[config.mk]
export PLATFORM = sky130hd
export DESIGN_NAME = tsc_prep
export DESIGN_NICKNAME = d
export VERILOG_FILES = /design/src/rtl/tsc_pkg.sv /design/src/rtl/tsc_prep.sv
export SDC_FILE = /design/constraint.sdc
export NUM_CORES = 2
export LEC_CHECK = 0
export ABC_AREA = 1
export BUFFER_PORTS_ARGS = -buffer_cell sky130_fd_sc_hd__buf_2
export CAP_MARGIN = 15
export CORE_MARGIN = 2
export CORE_UTILIZATION = 50
export DETAILED_ROUTE_END_ITERATION = 6
export GPL_ROUTABILITY_DRIVEN = 0
export PLACE_DENSITY = 0.69
export SLEW_MARGIN = 20
export SYNTH_ARGS = -nofsm -noshare
export SYNTH_HDL_FRONTEND = slang
export SYNTH_SLANG_ARGS = --single-unit
export TNS_END_PERCENT = 5
[constraint.sdc]
create_clock -name clk_i -period 25.3 [get_ports clk_i]
set_input_delay 3.795 -clock clk_i [delete_from_list [all_inputs] [get_ports clk_i]]
set_output_delay 3.795 -clock clk_i [all_outputs]
set_load 0.01 [all_outputs]
[src/rtl/tsc_pkg.sv]
// shared constants and types for the taylor sine cosine unit
package tsc_pkg;

  localparam int AngleW  = 31;
  localparam int ValueW  = 31;
  localparam int TermsW  = 5;
  localparam int ThreshW = 29;
  localparam int MagW    = 31;
  localparam int X2W     = 32;
  localparam int SumW    = 36;

  localparam logic signed [AngleW-1:0] AngleMax    = 31'sd843314857;
  localparam logic [MagW-1:0]          OneQ28      = 31'd268435456;
  localparam logic [ThreshW-1:0]       ThreshReset = 29'd2684;
  localparam logic signed [SumW-1:0]   ValueMax    = 36'sd1073741823;
  localparam logic signed [SumW-1:0]   ValueMin    = -36'sd1073741824;

  // per-term state carried down the pipeline
  typedef struct packed {
    logic                   vld;
    logic                   done;
    logic                   neg;
    logic [4:0]             n;
    logic [TermsW-1:0]      terms;
    logic [MagW-1:0]        mag;
    logic [X2W-1:0]         x2;
    logic signed [SumW-1:0] sum;
  } term_t;

  // q0.32 reciprocal of (n+1)(n+2), rounded
  function automatic logic [31:0] recip_q32(input logic [4:0] n);
    logic [31:0] r;
    case (n)
      5'd0:    r = 32'd2147483648;
      5'd1:    r = 32'd715827883;
      5'd2:    r = 32'd357913941;
      5'd3:    r = 32'd214748365;
      5'd4:    r = 32'd143165577;
      5'd5:    r = 32'd102261126;
      5'd6:    r = 32'd76695845;
      5'd7:    r = 32'd59652324;
      5'd8:    r = 32'd47721859;
      5'd9:    r = 32'd39045157;
      5'd10:   r = 32'd32537631;
      5'd11:   r = 32'd27531842;
      5'd12:   r = 32'd23598721;
      5'd13:   r = 32'd20452225;
      5'd14:   r = 32'd17895697;
      5'd15:   r = 32'd15790321;
      5'd16:   r = 32'd14035841;
      5'd17:   r = 32'd12558384;
      5'd18:   r = 32'd11302546;
      5'd19:   r = 32'd10226113;
      5'd20:   r = 32'd9296466;
      5'd21:   r = 32'd8488078;
      5'd22:   r = 32'd7780738;
      5'd23:   r = 32'd7158279;
      5'd24:   r = 32'd6607642;
      5'd25:   r = 32'd6118187;
      5'd26:   r = 32'd5681174;
      5'd27:   r = 32'd5289369;
      5'd28:   r = 32'd4936744;
      5'd29:   r = 32'd4618244;
      5'd30:   r = 32'd4329604;
      default: r = 32'd4067204;
    endcase
    return r;
  endfunction

endpackage

[src/rtl/tsc_prep.sv]
// angle saturation, x squared and series start values
module tsc_prep import tsc_pkg::*; (
  input  logic                     clk_i,
  input  logic                     rst_ni,
  input  logic                     en_i,
  input  logic                     vld_i,
  input  logic                     action_i,
  input  logic signed [AngleW-1:0] angle_i,
  output term_t                    term_o
);

  logic signed [AngleW-1:0] x_q, x_d;
  logic                     cos_q, vld_q;
  logic [AngleW-2:0]        xm;
  logic [61:0]              sq;
  term_t                    t_d, t_q;

  // saturate
  always_comb begin
    if (angle_i > AngleMax) x_d = AngleMax;
    else if (angle_i < -AngleMax) x_d = -AngleMax;
    else x_d = angle_i;
  end

  always_ff @(posedge clk_i or negedge rst_ni) begin
    if (!rst_ni) begin
      vld_q <= 1'b0;
      t_q.vld <= 1'b0;
    end else if (en_i) begin
      vld_q <= vld_i;
      x_q   <= x_d;
      cos_q <= action_i;
      t_q   <= t_d;
    end
  end

  // square and initial term
  always_comb begin
    xm = x_q[AngleW-1] ? (AngleW-1)'(-x_q) : x_q[AngleW-2:0];
    sq = 62'(xm) * 62'(xm) + (62'd1 << 27);
    t_d.vld   = vld_q;
    t_d.done  = 1'b0;
    t_d.terms = '0;
    t_d.x2    = sq[59:28];
    if (cos_q) begin
      t_d.sum = SumW'(OneQ28);
      t_d.mag = OneQ28;
      t_d.neg = 1'b0;
      t_d.n   = 5'd0;
    end else begin
      t_d.sum = SumW'(x_q);
      t_d.mag = MagW'(xm);
      t_d.neg = x_q[AngleW-1];
      t_d.n   = 5'd1;
    end
  end

  assign term_o = t_q;

endmodule

Word-level counts from Yosys, hierarchy flattened. Cells that the tools add are included.

Magnitude comparators: 2. Add/sub/neg operators: 2. Multipliers: 1. Multiplexer cells: 3. Reductions and logical operators: 2.

Operator list (number): $add A60 B28 Y60 const B (1); $mul A30 B30 Y60 (1); $gt A31 B31 Y1 const B (1); $lt A31 B31 Y1 const B (1); $mux W31 (1); $mux W30 (1); $neg A30 Y30 (1); $reduce_and A2 Y1 (1); $reduce_or A2 Y1 (1); $mux W1 (1).

Word-level logic and storage cells: 21. Register bits after elaboration: 134. Output and inout port bits: 112.

Logic depth before layout (Yosys ltp).
Word-level depth: 4. Gate-level depth with buffers: 41. Depth with buffers taken out: 40.

Least setup slack after synthesis. Ideal clock, no wire load.

Path type: register -> register. From: register x_q[0]. To: register t_q, in the netlist term_o[45] (data pin). Library setup time: 0.259 ns. Slack: 17.079 ns. Path buffers: 2. Data required time: 25.041 ns. Stages on the path, launching flop included: 39. Arrival: 7.962 ns. Cells stage by stage: edfxtp_1 clkinv_2 clkbuf_1 ha_1 inv_1 nor3_2 inv_1 nor2_1 nand2_1 xor2_1 nand2_1 o21ai_2 clkbuf_1 nor2_1 fa_1 inv_1 fa_1 inv_1 (+3 left out) inv_1 fa_1 fa_1 fa_1 inv_1 fa_1 inv_1 ha_1 nand2_1 nor2_1 inv_1 nor2_1 inv_1 nor2_1 inv_1 or3_1 nand2_1 xor2_1.

Cells in the longest elaborated chain, start to end: 4.

RTL lines: start, declared (RTL line tsc_prep.sv:12) `logic signed [AngleW-1:0] x_q, x_d;`; start signal, assigned (RTL line tsc_prep.sv:31) `x_q <= x_d;`; $neg A30 Y30 (RTL line tsc_prep.sv:39) `xm = x_q[AngleW-1] ? (AngleW-1)'(-x_q) : x_q[AngleW-2:0];`; $mux W30 (*) (RTL line tsc_prep.sv:39); $mul A30 B30 Y60 (*) (RTL line tsc_prep.sv:40) `sq = 62'(xm) * 62'(xm) + (62'd1 << 27);`; $add A60 B28 Y60 (*) (RTL line tsc_prep.sv:40); via sq[37] (RTL line tsc_prep.sv:15) `logic [61:0] sq;`; end signal, assigned (RTL line tsc_prep.sv:33) `t_q <= t_d;`; end, declared (RTL line tsc_prep.sv:16) `term_t t_d, t_q;`.

Mark *: on every way through the listed nets, which the timed path passes. The rest lies on a longest branch. A chain may end at the register's enable or synchronous reset.

Worst setup path after layout.
From: register x_q[0]. To: register t_q, in the netlist term_o[54] (data pin).

The elaborated chain is that of the path after synthesis.

==> results.yml <==
clocking:
  cts_made_buffers: 17
  cts.sinks: 127
  cts_tree: "yes"
  clk_pin_slew_ns: 0.11
  root_buffer: "clkbuf_16"
  ctsResizeCount: 0
  hold_buffers: 0
  insertion_delay_ns: 0.53
  cts_buffer_depth: 2
  cts_setup_buffers: 0
  htreeDepth: 4
sta:
  fmax_mhz: 96.3
  setup_violations: 0
  fin_crit_sh: 0.411
  rsz0062_at_grt: "false"
  whs_ns: 0.515
  min_period_ns: 10.39
  finalClockSkew_ns: 0.0375
  drv_slew: 0
  setup_slack_ns: 14.91
  slew_headroom: 0.167
  worstMarginPinSlew_ns: 1.25
  fin_setup_tns_ns: 0
  hold_violations: 0
grt:
  grt_pass1_vias: 26700
  grt_pass1_wl_microns: 148000
  grt_max_degree: 64
  grt_usage: 0.295
  grt_overflow: 0
  antenna_found_initial: 4
route:
  m1WireLength_microns: 36100
  top_layer_used: "met4"
  drc: 4
  wl_met2_microns: 42800
  drt_wl_total_microns: 93400
  vias: 24800
  wl_per_cell_microns: 19.7
  ant_nets: 0
  drtIter0Drc: 2051
  vias_per_cell: 5.23
  wl_met3_microns: 9340
  dr.pass1.iters: 7
place:
  dp_hpwl_microns: 74800
  place_ws_ns: 15.17
  portBuffers: 136
critical_path:
  endpoint_kind: "register"
  worstPathRequired_ns: 25.53
  path_max_fanout: 27
  startpoint_type: "register"
  crit_path_max_incr_delay_ns: 0.95
  critPathArrivalTime_ns: 10.62
  crit_top_cell: "fa_1"
  crit_type: "reg -> reg"
  critical_path.slowest_cell: "clkinv_1"
layout:
  fin_util: 0.537
  areaGrowthSynthToFinish_pct: 6.67
  fin_nets: 4887
  drive_above_1_share: 0.0638
synth:
  synth_area_sq_um: 32400
  synth_cells: 3780
  synth_ff_type: "edfxtp_1"
  yosys_warnings: 0
  ys_ff_latch: 127
  ys_seq_area_frac: 0.118
  syn_area_per_cell_sq_um: 8.56
  yosysUniqueCellTypes: 49
  async_flop_share: 0.0157
  synth_edf_count: 125
die:
  coreArea_sq_um: 64200
  die_area_sq_um: 66800
  fp.dieW_microns: 258
  die_h_microns: 258
  ioPinCount: 148
  initial_core_util: 0.504
  rows: 93
flow_run:
  cap_violations: 0
outcome:
  status: "complete, but fails checks"
  violations: "DRC"
min_path:
  holdCritPathClass: "reg -> reg"
flip-flops by register name, indices dropped and copies added, names as in the netlist:
register / flops
term_o: 94
x_q: 31
cos_q: 1
vld_q: 1
cell usage after synthesis (2+ instances only):
master	n	area share
o21bai_1	10	0.0023
o21a_1	5	0.0012
edfxtp_1	125	0.12
a21o_1	12	0.0028
a21boi_0	2	0.00046
a21oi_1	95	0.015
xor2_1	22	0.0060
buf_2	32	0.0049
a31oi_1	7	0.0014
clkinv_1	9	0.0010
xor2_2	3	0.0015
o2111ai_1	3	0.00081
nor2_1	447	0.052
nand4_1	16	0.0031
buf_1	9	0.0010
buf_4	20	0.0046
dfrtp_1	2	0.0015
nand3b_1	3	0.00070
inv_1	1160	0.13
nor2_4	6	0.0021
xnor2_1	8	0.0022
o21ai_0	89	0.014
or2_2	3	0.00058
nand2_2	6	0.0012
nor2_2	2	0.00039
ha_1	274	0.11
nor4_1	11	0.0021
clkbuf_1	41	0.0048
nand2_1	526	0.061
o21ai_2	2	0.00054
fa_1	700	0.43
nor3_1	25	0.0039
o311ai_0	2	0.00054
inv_2	14	0.0016
nand3_1	75	0.012
logic make-up (layout without fill, tap and decap cells):
family                   after synthesis  after routing  share of synthesized area
AO/OA/AOI/OAI                        231            231                     0.0399
XOR/XNOR                              33             33                    0.00963
adder cells (fa/ha/maj)              974            974                      0.539
buffers and inverters               1287           1387                      0.153
flip-flops                           127            127                      0.118
other                                  1             12                   0.000116
AND/OR/NAND/NOR                     1127           1127                      0.141
worst paths after layout:
check	startpoint	end	slack (ns)	depth (start not counted)
max	x_q[0]	term_o[54]	14.91	33
min reg2reg	vld_q	term_o[111]	0.51	2
max reg2reg	x_q[0]	term_o[54]	14.91	33
max in group asynchronous	rst_ni	vld_q	22.11	1
min	vld_q	term_o[111]	0.51	2
min in group asynchronous	rst_ni	term_o[111]	3.09	1
placed cells by master, fill, tap and decap left out, types with 9 or more instances in the layout:
master     count
nand2_1      526
a21o_1        12
nand3_1       75
clkbuf_16     17
edfxtp_1     125
nor4_1        11
clkinv_1       9
buf_4         35
a21oi_1       95
fa_1         700
nand4_1       16
buf_2        136
o21ai_0       89
inv_1       1159
nor3_1        25
o21bai_1      10
conb_1        11
inv_2         14
ha_1         274
nor2_1       447
xor2_1        22
layer usage:
| layer | track usage | vias to the layer above |
|---|---|---|
| met4 | 0.136 | 0 |
| met2 | 0.475 | 1169 |
| met3 | 0.0641 | 264 |
| met5 | 0 | - |
| li1 | - | 11100 |
| met1 | 0.384 | 12300 |
metrics by stage:
step                cell area (sq um)  std cells
global placement                33900       4713
floorplan                       32400       3790
global route                    34500       4745
detailed placement              33900       4713
CTS                             34500       4745
finish                          34500       4746
critical path: cells and delay by family, from the launching register on:
kind / cells / cell delay, ns
adders and majority gates: 10 / 4.57
buffers and inverters: 8 / 2.01
and+or+nand+nor: 8 / 1.47
AOI/OAI and AO/OA: 6 / 1.30
DFF: 1 / 0.51
xor gates and xnor gates: 1 / 0.17
area by class of cell:
| class | count | area, sq um |
|---|---|---|
| sequential | 127 | 3800 |
| timing repair buffer | 171 | 943 |
| clock buffer | 17 | 425 |
| antenna | 1 | 2.50 |
| tap | 855 | 1070 |
| inverter | 1184 | 4450 |
| clock inverter | 15 | 183 |
| multi-input combinational | 2376 | 23600 |
| fill | 5980 | 29700 |
Power is not shown: default switching activity piles up to over one toggle a cycle in this logic, so the estimate is an artifact.
